[src/sv/aptu_pkg.sv]
`timescale 1ns / 1ps
`default_nettype none

package aptu_pkg;

    // default build parameters
    localparam int AVG_LENGTH_DEF  = 5;
    localparam int COUNT_WIDTH_DEF = 16;

    // register and field widths
    localparam int WINDOW_W    = 16;
    localparam int SCALE_W     = 8;
    localparam int SPEED_W     = 16;
    localparam int IN_TDATA_W  = 8;
    localparam int OUT_TDATA_W = 16;
    localparam int CFG_DATA_W  = 16;
    localparam int CFG_IDX_W   = 1;

    // register reset values
    localparam logic [WINDOW_W-1:0] WINDOW_RESET = 16'd1000;
    localparam logic [SCALE_W-1:0]  SCALE_RESET  = 8'd3;

    // largest speed the output can carry
    localparam logic [SPEED_W-1:0] SPEED_MAX = 16'hFFFF;

    // bit positions in the input tdata
    localparam int PULSE_BIT = 0;
    localparam int TICK_BIT  = 1;

    // configuration register indexes
    typedef enum logic [CFG_IDX_W-1:0] {
        CFG_WINDOW_TICKS = 1'b0,
        CFG_SCALE_FACTOR = 1'b1
    } t_cfg_idx;

endpackage

`default_nettype wire

[src/sv/averaged_pulse_rate_tachometer_unit.sv]
`timescale 1ns / 1ps
`default_nettype none

// Pulse-rate tachometer with two cascaded moving averages. Each input beat carries a
// pulse flag (tdata bit 0) and a tick flag (tdata bit 1); one beat is taken every cycle
// while o_s_axis_tready is high. Pulses are counted (saturating); when the tick count
// reaches window_ticks the window closes and its count runs through an AVG_LENGTH-entry
// moving sum, then a second AVG_LENGTH-entry moving sum, is scaled by scale_factor and
// leaves as speed = min(65535, floor(scale_factor * sum2 / AVG_LENGTH^2)). The first
// window fills both averaging rings with its own value. A closing beat passes five
// registered stages before its speed beat leaves: the window capture, one for each ring
// update, the scale multiply and the constant division by reciprocal multiply.
// Beats that close no window produce nothing. Every stage is elastic, so input beats keep
// flowing while a result waits at the output until the whole five-stage chain is full.
// Write window_ticks and scale_factor only while no result is in flight.
module averaged_pulse_rate_tachometer_unit #(
    parameter int AVG_LENGTH  = aptu_pkg::AVG_LENGTH_DEF,
    parameter int COUNT_WIDTH = aptu_pkg::COUNT_WIDTH_DEF
) (
    input  wire logic                               i_clk,
    input  wire logic                               i_rst_n,
    // input stream, tdata: [0] pulse, [1] tick, [7:2] zero
    input  wire logic                               i_s_axis_tvalid,
    output logic                                    o_s_axis_tready,
    input  wire logic [aptu_pkg::IN_TDATA_W-1:0]    i_s_axis_tdata,
    // result stream, tdata: [15:0] speed
    output logic                                    o_m_axis_tvalid,
    input  wire logic                               i_m_axis_tready,
    output logic [aptu_pkg::OUT_TDATA_W-1:0]        o_m_axis_tdata,
    // configuration writes
    input  wire logic                               i_cfg_valid,
    output logic                                    o_cfg_ready,
    input  wire logic [aptu_pkg::CFG_IDX_W-1:0]     i_cfg_index,
    input  wire logic [aptu_pkg::CFG_DATA_W-1:0]    i_cfg_data
);

    localparam int PTR_W = $clog2(AVG_LENGTH);
    localparam int S1_W  = COUNT_WIDTH + $clog2(AVG_LENGTH);
    localparam int DIV   = AVG_LENGTH * AVG_LENGTH;
    localparam int DIV_L = $clog2(DIV);
    localparam int S2_W  = COUNT_WIDTH + DIV_L;
    localparam int P_W   = S2_W + aptu_pkg::SCALE_W;
    // products at or above LIM saturate the speed
    localparam longint unsigned LIM = longint'(DIV) * 64'd65536;
    localparam int N_W   = $clog2(LIM);
    localparam longint unsigned RECIP =
        ((64'd1 << (N_W + DIV_L)) + longint'(DIV) - 64'd1) / longint'(DIV);
    localparam int R_W   = $clog2(RECIP + 64'd1);
    localparam int Q_W   = N_W + R_W;

    localparam logic [COUNT_WIDTH-1:0] COUNT_MAX = {COUNT_WIDTH{1'b1}};
    localparam logic [PTR_W-1:0]       PTR_LAST  = PTR_W'(AVG_LENGTH - 1);

    // configuration registers
    logic [aptu_pkg::WINDOW_W-1:0] r_window;
    logic [aptu_pkg::SCALE_W-1:0]  r_scale;

    // window counters
    logic [COUNT_WIDTH-1:0]          r_pulse_cnt;
    logic [aptu_pkg::WINDOW_W-1:0]   r_tick_cnt;
    logic [COUNT_WIDTH-1:0]          n_pulse_cnt;
    logic [aptu_pkg::WINDOW_W:0]     n_tick_cnt;
    logic                            w_pulse;
    logic                            w_tick;
    logic                            w_accept;
    logic                            w_close;

    // stage valids and stage readiness
    logic r_c_v, r_a_v, r_b_v, r_p_v, r_o_v;
    logic w_rdy_c, w_rdy_a, w_rdy_b, w_rdy_p, w_rdy_o;

    // captured window count
    logic [COUNT_WIDTH-1:0] r_c_cnt;

    // first averaging ring
    logic [COUNT_WIDTH-1:0] r_s1_samp [AVG_LENGTH];
    logic [S1_W-1:0]        r_s1_sum;
    logic [S1_W-1:0]        n_s1_sum;
    logic [PTR_W-1:0]       r_s1_ptr;
    logic                   r_s1_primed;

    // second averaging ring
    logic [S1_W-1:0]        r_s2_samp [AVG_LENGTH];
    logic [S2_W-1:0]        r_s2_sum;
    logic [S2_W-1:0]        n_s2_sum;
    logic [PTR_W-1:0]       r_s2_ptr;
    logic                   r_s2_primed;

    // scale, division and result
    logic [P_W-1:0]                 r_prod;
    logic [Q_W-1:0]                 n_quot_full;
    logic [aptu_pkg::SPEED_W-1:0]   n_speed;
    logic [aptu_pkg::SPEED_W-1:0]   r_speed;

    // elastic chain: a stage loads when empty or when it hands on
    assign w_rdy_o = !r_o_v || i_m_axis_tready;
    assign w_rdy_p = !r_p_v || w_rdy_o;
    assign w_rdy_b = !r_b_v || w_rdy_p;
    assign w_rdy_a = !r_a_v || w_rdy_b;
    assign w_rdy_c = !r_c_v || w_rdy_a;

    assign o_s_axis_tready = w_rdy_c;
    assign o_m_axis_tvalid = r_o_v;
    assign o_m_axis_tdata  = aptu_pkg::OUT_TDATA_W'(r_speed);
    assign o_cfg_ready     = 1'b1;

    // configuration writes
    always_ff @(posedge i_clk) begin
        if (!i_rst_n) begin
            r_window <= aptu_pkg::WINDOW_RESET;
            r_scale  <= aptu_pkg::SCALE_RESET;
        end else if (i_cfg_valid) begin
            unique case (aptu_pkg::t_cfg_idx'(i_cfg_index))
                aptu_pkg::CFG_WINDOW_TICKS: r_window <= i_cfg_data[aptu_pkg::WINDOW_W-1:0];
                aptu_pkg::CFG_SCALE_FACTOR: r_scale  <= i_cfg_data[aptu_pkg::SCALE_W-1:0];
            endcase
        end
    end

    // pulse and tick counting, window close detect
    assign w_accept    = i_s_axis_tvalid && w_rdy_c;
    assign w_pulse     = i_s_axis_tdata[aptu_pkg::PULSE_BIT];
    assign w_tick      = i_s_axis_tdata[aptu_pkg::TICK_BIT];
    assign n_pulse_cnt = (w_pulse && (r_pulse_cnt != COUNT_MAX)) ? r_pulse_cnt + 1'b1
                                                                 : r_pulse_cnt;
    assign n_tick_cnt  = {1'b0, r_tick_cnt} + 1'b1;
    assign w_close     = w_tick && (n_tick_cnt >= {1'b0, r_window});

    always_ff @(posedge i_clk) begin
        if (!i_rst_n) begin
            r_pulse_cnt <= '0;
            r_tick_cnt  <= '0;
        end else if (w_accept) begin
            if (w_close) begin
                r_pulse_cnt <= '0;
                r_tick_cnt  <= '0;
            end else begin
                r_pulse_cnt <= n_pulse_cnt;
                if (w_tick) begin
                    r_tick_cnt <= n_tick_cnt[aptu_pkg::WINDOW_W-1:0];
                end
            end
        end
    end

    // window count capture
    always_ff @(posedge i_clk) begin
        if (!i_rst_n) begin
            r_c_v <= 1'b0;
        end else if (w_rdy_c) begin
            r_c_v <= w_accept && w_close;
        end
    end

    always_ff @(posedge i_clk) begin
        if (w_accept && w_close) begin
            r_c_cnt <= n_pulse_cnt;
        end
    end

    // first ring: moving sum of window counts
    assign n_s1_sum = r_s1_sum - S1_W'(r_s1_samp[r_s1_ptr]) + S1_W'(r_c_cnt);

    always_ff @(posedge i_clk) begin
        if (!i_rst_n) begin
            r_a_v       <= 1'b0;
            r_s1_sum    <= '0;
            r_s1_ptr    <= '0;
            r_s1_primed <= 1'b0;
        end else begin
            if (w_rdy_a) begin
                r_a_v <= r_c_v;
            end
            if (r_c_v && w_rdy_a) begin
                if (!r_s1_primed) begin
                    r_s1_sum    <= S1_W'(r_c_cnt) * S1_W'(AVG_LENGTH);
                    r_s1_ptr    <= '0;
                    r_s1_primed <= 1'b1;
                end else begin
                    r_s1_sum <= n_s1_sum;
                    r_s1_ptr <= (r_s1_ptr == PTR_LAST) ? '0 : r_s1_ptr + 1'b1;
                end
            end
        end
    end

    always_ff @(posedge i_clk) begin
        if (r_c_v && w_rdy_a) begin
            if (!r_s1_primed) begin
                for (int i = 0; i < AVG_LENGTH; i++) begin
                    r_s1_samp[i] <= r_c_cnt;
                end
            end else begin
                r_s1_samp[r_s1_ptr] <= r_c_cnt;
            end
        end
    end

    // second ring: moving sum of first-ring sums
    assign n_s2_sum = r_s2_sum - S2_W'(r_s2_samp[r_s2_ptr]) + S2_W'(r_s1_sum);

    always_ff @(posedge i_clk) begin
        if (!i_rst_n) begin
            r_b_v       <= 1'b0;
            r_s2_sum    <= '0;
            r_s2_ptr    <= '0;
            r_s2_primed <= 1'b0;
        end else begin
            if (w_rdy_b) begin
                r_b_v <= r_a_v;
            end
            if (r_a_v && w_rdy_b) begin
                if (!r_s2_primed) begin
                    r_s2_sum    <= S2_W'(r_s1_sum) * S2_W'(AVG_LENGTH);
                    r_s2_ptr    <= '0;
                    r_s2_primed <= 1'b1;
                end else begin
                    r_s2_sum <= n_s2_sum;
                    r_s2_ptr <= (r_s2_ptr == PTR_LAST) ? '0 : r_s2_ptr + 1'b1;
                end
            end
        end
    end

    always_ff @(posedge i_clk) begin
        if (r_a_v && w_rdy_b) begin
            if (!r_s2_primed) begin
                for (int i = 0; i < AVG_LENGTH; i++) begin
                    r_s2_samp[i] <= r_s1_sum;
                end
            end else begin
                r_s2_samp[r_s2_ptr] <= r_s1_sum;
            end
        end
    end

    // scale multiply
    always_ff @(posedge i_clk) begin
        if (!i_rst_n) begin
            r_p_v <= 1'b0;
        end else if (w_rdy_p) begin
            r_p_v <= r_b_v;
        end
    end

    always_ff @(posedge i_clk) begin
        if (r_b_v && w_rdy_p) begin
            r_prod <= P_W'(r_scale) * P_W'(r_s2_sum);
        end
    end

    // divide by the squared length through reciprocal multiply, then saturate
    assign n_quot_full = Q_W'(r_prod[N_W-1:0]) * Q_W'(RECIP);
    assign n_speed     = (r_prod >= P_W'(LIM)) ? aptu_pkg::SPEED_MAX
                       : aptu_pkg::SPEED_W'(n_quot_full >> (N_W + DIV_L));

    always_ff @(posedge i_clk) begin
        if (!i_rst_n) begin
            r_o_v <= 1'b0;
        end else if (w_rdy_o) begin
            r_o_v <= r_p_v;
        end
    end

    always_ff @(posedge i_clk) begin
        if (r_p_v && w_rdy_o) begin
            r_speed <= n_speed;
        end
    end

endmodule

`default_nettype wire

[config.mk]
export PLATFORM = sky130hd
export DESIGN_NAME = averaged_pulse_rate_tachometer_unit
export DESIGN_NICKNAME = d
export VERILOG_FILES = /design/src/sv/aptu_pkg.sv /design/src/sv/averaged_pulse_rate_tachometer_unit.sv
export SDC_FILE = /design/constraint.sdc
export NUM_CORES = 2
export LEC_CHECK = 0
export ABC_AREA = 0
export BUFFER_PORTS_ARGS = -buffer_cell sky130_fd_sc_hd__buf_4
export CORE_MARGIN = 5
export CORE_UTILIZATION = 51
export CTS_CLUSTER_DIAMETER = 200
export DETAILED_ROUTE_END_ITERATION = 12
export GPL_ROUTABILITY_DRIVEN = 0
export HOLD_SLACK_MARGIN = 0.12
export PLACE_DENSITY = 0.67
export REMOVE_ABC_BUFFERS = 1
export SYNTH_ARGS = -nofsm -noshare
export SYNTH_HDL_FRONTEND = slang
export SYNTH_SLANG_ARGS = --single-unit
[constraint.sdc]
create_clock -name i_clk -period 18.9 [get_ports i_clk]
set_input_delay 2.835 -clock i_clk [delete_from_list [all_inputs] [get_ports i_clk]]
set_output_delay 2.835 -clock i_clk [all_outputs]
set_load 0.02 [all_outputs]
[Yosys cells after proc, flatten, opt, wreduce, memory -nomap -nowiden]
Memories as Yosys holds them, arrays and structs flattened. A register that Yosys moved wholly into a read port is not among the register bits.
Index checks and enable logic that the tools add are counted.
Storage, ports and cells
  register bits after elaboration: 170
  memory bits (writable): 175
  output and inout bits: 19
  memories kept: 2
Memories
  r_s2_samp: depth 5, bits a word 19, rd ports 1, clocked after memory_dff 1, write ports 5, line averaged_pulse_rate_tachometer_unit.sv:83  | logic [S1_W-1:0] r_s2_samp [AVG_LENGTH];
  r_s1_samp: depth 5, bits a word 16, rd ports 1, clocked after memory_dff 1, write ports 5, line averaged_pulse_rate_tachometer_unit.sv:76  | logic [COUNT_WIDTH-1:0] r_s1_samp [AVG_LENGTH];
Operators by class
  $add $sub $neg: 8
  $mul: 4
  magnitude comparators: 2
  equality and inequality tests: 3
  mux-type cells: 32
  bitwise operators: 1
  reduce and logical (&&, ||, !) cells: 24
Operators with widths (number)
  16-bit two-way mux: 5
  21-bit by 22-bit multiplier with 42-bit output (second input constant): 1
  19-bit two-way mux: 2
  3-bit two-way mux: 10
  29-bit by 21-bit greater-or-equal comparator with 1-bit output (second input constant): 1
  8-bit by 21-bit multiplier with 29-bit output: 1
  21-bit by 19-bit adder with 21-bit output: 1
  19-bit by 3-bit multiplier with 21-bit output (second input constant): 1
  21-bit two-way mux: 1
  21-bit by 19-bit subtractor with 21-bit output: 1
  19-bit by 16-bit adder with 19-bit output: 1
  16-bit by 3-bit multiplier with 19-bit output (second input constant): 1
  19-bit OR reduction: 1
  19-bit by 16-bit subtractor with 19-bit output: 1
  16-bit by 1-bit adder with 17-bit output (second input constant): 1
  17-bit by 16-bit greater-or-equal comparator with 1-bit output: 1
  16-bit by 1-bit adder with 16-bit output (second input constant): 1
  16-bit != test (second input constant): 1
  16-bit OR reduction: 1
  1-bit two-way mux: 14
  1-bit logical AND: 8
  3-bit by 1-bit adder with 3-bit output (second input constant): 2
  3-bit == test (second input constant): 2
  2-bit AND reduction: 3
  4 further kinds: 12

[Logic depth before layout (Yosys ltp)]
  depth after elaboration: 10
  gate-level depth with buffers: 26
  mapped depth without buffers: 26

[Worst setup path after synthesis]
No wires, ideal clock.
  path type: flip-flop to flip-flop
  from: reg r_prod[4]
  to: reg r_speed, in the netlist o_m_axis_tdata[14] (data pin)
  library setup time: 254 ps
  data arrival time: 6156 ps
  data required time: 18646 ps
  setup slack: 12490 ps
  cell stages (with the launch flop): 23
  path buffers: 0
  period minus slack after synthesis: 6410 ps
  cell sequence: edfxtp_1 -> inv_1 -> fa_1 -> fa_1 -> fa_1 -> fa_1 -> fa_1 -> inv_1 -> fa_1 -> inv_1 -> fa_1 -> inv_1 -> ha_1 -> nand2_1 -> nor3_1 -> o311ai_0 -> a311oi_1 -> o31ai_1 -> a21o_1 -> a211o_1 -> a21boi_1 -> o21ai_1 -> a21bo_1
On the way
  longest elaborated chain between the ends: 1
  elaborated cells on any way between the ends: 2
Ends and longest elaborated chain
  start, declared: line averaged_pulse_rate_tachometer_unit.sv:90  | logic [P_W-1:0] r_prod;
  start signal, assigned: line averaged_pulse_rate_tachometer_unit.sv:248  | r_prod <= P_W'(r_scale) * P_W'(r_s2_sum);
  21-bit by 22-bit multiplier with 42-bit output or 29-bit by 21-bit greater-or-equal comparator with 1-bit output (tied branches): line averaged_pulse_rate_tachometer_unit.sv:253, averaged_pulse_rate_tachometer_unit.sv:254
  end signal, assigned: line averaged_pulse_rate_tachometer_unit.sv:267  | r_speed <= n_speed;
  end, declared: line averaged_pulse_rate_tachometer_unit.sv:93  | logic [aptu_pkg::SPEED_W-1:0] r_speed;
Parallel ways exist; a longest one is shown, timed or not.
A chain may end at the register's enable or synchronous reset.

[Final worst setup path]
Same ends and word-level chain as after synthesis.

==> impl_metrics.ini <==
[outcome]
run_status = completed

[worst_setup_path]
path_cells = inv_1 -> fa_1 -> fa_1 -> fa_1 -> fa_1 -> fa_1 -> inv_1 -> fa_1 -> inv_1 -> fa_1 -> inv_1 -> ha_1 -> nand2_1 -> nor3_1 -> o311ai_0 -> a311oi_1 -> o31ai_1 -> a21o_1 -> a211o_1 -> a21boi_1 -> o21ai_1 -> a21bo_1
worstPathRequired_ps = 19240
cp_num_buf_inv = 4
path_common_cell = fa_1
worstPathMaxFanout = 7
cp.arrival_ps = 7930
path_delay_family = adder cells
slowest_delay_ps = 800
start_kind = flip-flop
slowest_stage = a311oi_1
crit_type = flip-flop to flip-flop
worst_setup_path_end_kind = flip-flop

[grt]
first_global_vias = 23800
track_usage_pct = 21.1
grt_max_degree = 59
grt_overflow_total = 0
grt_pass1_wl_mm = 125
globalRouteMet1Util_pct = 29.0
top_usage_layer = met2
gr-usage-met3_pct = 4.27
grt_util_met2_pct = 34.9
antenna_found_initial = 0

[cells_and_area]
layout-drive-gt1-share_pct = 8.74
final_cell_mix = inv_1 (488), ha_1 (386), edfxtp_1 (341)
final_cells = 3997
num_antenna_cells = 0
area.growth.synth_to_final_pct = 8.25
fill_cells = 5579
final_common_cell = inv_1
register_area_sq_um = 12500
final_nets = 3808
post-route-util_pct = 55.9
multi_input_area_sq_um = 20100

[routing]
viasPerCell = 5.60
dr_total_vias = 22400
dr.pass1.iters = 5
drt_iter0_markers = 1475
wl_mm = 75.8
route.detailed.wl_per_inst_microns = 19.0
ant_nets = 0
drc_errors = 0

[sta]
hold_violations = 0
max_freq_mhz = 132
period_share_pct = 40.2
tns_ps = 0
period_minus_slack_ps = 7600
fin_worst_skew_ps = 16.0
rsz0062_at_grt = false
slew-limit-headroom_pct = 21.3
drv_slew = 0
setup_viol = 0
tightest_slew_ps = 1180

[clock_network]
root_buffer = clkbuf_16
cts_setup_buffers = 0
cts.path.max_buffers = 3
cts_max_level = 2
clkLatencyLatePin_ps = 590
cts_tree = built
postCtsHoldBufs = 0
cts_buffers = 48
numClockSinks = 456
path_clk_slew_ps = 60
post_cts_resized = 0

[logic_synthesis]
synthFlopType = edfxtp_1
yosysWarnings = 0
syn_area_sq_um = 34800
avgSynthCellArea_sq_um = 11.3
synth-seq-area-share_pct = 36.0
async_flop_share_pct = 0
synth-edff-count = 341
yosysUniqueCellTypes = 73
syn-instance-count = 3070
synth_seq_cells = 456

[power_and_ir_drop]
vdd.ir_drop.worst_mv = 0.0653
power.density_nw_per_um2 = 54.3
power.leakage_nw = 16.1

[place]
io_buffers = 41
dp.cells = 3909
dp_hpwl_mm = 57.0

[floorplanning]
dieHeight_microns = 271
core_sq_um = 67400
die_w_microns = 271
dieArea_sq_um = 73600
pin_count = 49
initial_utilization_pct = 51.6
row_count = 95

[worst_hold_path]
hold_class = flip-flop to flip-flop

[job]
drv_cap = 0
-- cell usage after synthesis (4+ instances only) --
| library cell | count | area [sq um] |
|---|---|---|
| nor2_1 | 141 | 529 |
| o21a_1 | 21 | 158 |
| mux4_2 | 70 | 1580 |
| a22oi_1 | 5 | 37.5 |
| o21bai_1 | 9 | 67.6 |
| nand3_1 | 47 | 235 |
| o211ai_1 | 17 | 128 |
| and2_1 | 92 | 576 |
| a41oi_1 | 5 | 43.8 |
| buf_1 | 16 | 60.1 |
| a211o_1 | 5 | 43.8 |
| ha_1 | 386 | 4830 |
| a2111oi_0 | 5 | 43.8 |
| nor4_1 | 4 | 25.0 |
| o2111ai_1 | 4 | 35.0 |
| a211oi_1 | 38 | 285 |
| nand2b_1 | 15 | 93.8 |
| a31oi_1 | 13 | 81.3 |
| clkbuf_1 | 81 | 304 |
| a22o_1 | 5 | 43.8 |
| fa_1 | 306 | 6130 |
| a21oi_1 | 133 | 666 |
| nor3_1 | 44 | 220 |
| o21ai_1 | 23 | 115 |
| or2_2 | 8 | 50.1 |
| dfxtp_1 | 115 | 2300 |
| xnor2_1 | 84 | 736 |
| inv_1 | 489 | 1840 |
| mux2_2 | 36 | 405 |
| xor2_1 | 55 | 482 |
| o21ai_0 | 47 | 235 |
| nand2_1 | 237 | 890 |
| nand4_1 | 7 | 43.8 |
| mux2i_1 | 9 | 90.1 |
| and3_1 | 19 | 119 |
| and4_1 | 4 | 35.0 |
| a21o_1 | 47 | 353 |
| nor2b_1 | 18 | 113 |
| or3_1 | 21 | 131 |
| edfxtp_1 | 341 | 10200 |
-- through the flow --
step / total power, mW / hold WS [ps] / setup WS (ps) / area [sq um]
detailed placement: 1.12 / 454 / 11240 / 36100
global route: 2.11 / 484 / 10940 / 37700
finish: 2.04 / 461 / 11300 / 37700
global placement: 1.12 / 447 / 11340 / 36100
CTS: 2.06 / 463 / 11220 / 37700
floorplan: 1.10 / 436 / 12490 / 34400
-- worst min-delay path, stage by stage, from the launching register on --
cell	delay (ps)
dfxtp_1	310
nand2_1	50
a21oi_1	50
-- layout make-up --
| class | count | area share, % |
|---|---|---|
| clock buffers | 57 | 3.30 |
| clock inverters | 31 | 0.920 |
| inverters | 489 | 4.87 |
| multi-input cells | 2025 | 53.4 |
| flip-flops and latches | 456 | 33.3 |
| well taps | 873 | 2.90 |
| repair buffers | 66 | 1.32 |
-- power breakdown --
part / switching [mW] / internal [mW] / total, mW
Combinational: 0.0148 / 0.00894 / 0.0238
Sequential: 0.00694 / 1.06 / 1.07
Clock: 0.404 / 0.546 / 0.950
-- registers in the layout, summed over array words and instances, names as in the netlist, 3 cells and up, named ones only --
signal,flops
r_pulse_cnt,16
r_s2_samp,152
r_s1_ptr,3
r_s1_samp,128
r_s1_sum,19
r_prod,29
r_s2_ptr,3
r_c_cnt,16
r_scale,8
r_window,16
o_m_axis_tdata,16
r_s2_sum,21
r_tick_cnt,16
-- worst paths after layout --
check,from,cells after the start,slack [ps],to
worst min-delay path,r_window[13]$_SDFFE_PN0P_,2,460,r_window[13]$_SDFFE_PN0P_
worst min register to register,r_window[13]$_SDFFE_PN0P_,2,460,r_window[13]$_SDFFE_PN0P_
worst max register to register,r_prod[4]$_DFFE_PP_,22,11300,o_m_axis_tdata[14]$_SDFFCE_PP1P_
worst max-delay path,r_prod[4]$_DFFE_PP_,22,11300,o_m_axis_tdata[14]$_SDFFCE_PP1P_
-- per-layer routing --
metal / vias to the layer above / part of all wire, %
li1: 10500 / -
met1: 11300 / 44
met2: 517 / 47
met3: 116 / 6.3
met4: 0 / 2.2
met5: - / 0
-- cell families (layout without fill, tap and decap cells) --
group | after synthesis | in the layout | synth area share (%)
other | 1 | 1 | 0.0108
and+or+nand+nor | 667 | 667 | 9.02
adders and majority gates | 692 | 692 | 31.5
xor gates and xnor gates | 139 | 139 | 3.50
DFF | 456 | 456 | 36.0
muxes | 116 | 116 | 5.99
AOI/OAI and AO/OA | 410 | 410 | 7.58
buffers and inverters | 589 | 643 | 6.37
(Power assumes the default switching activity.)
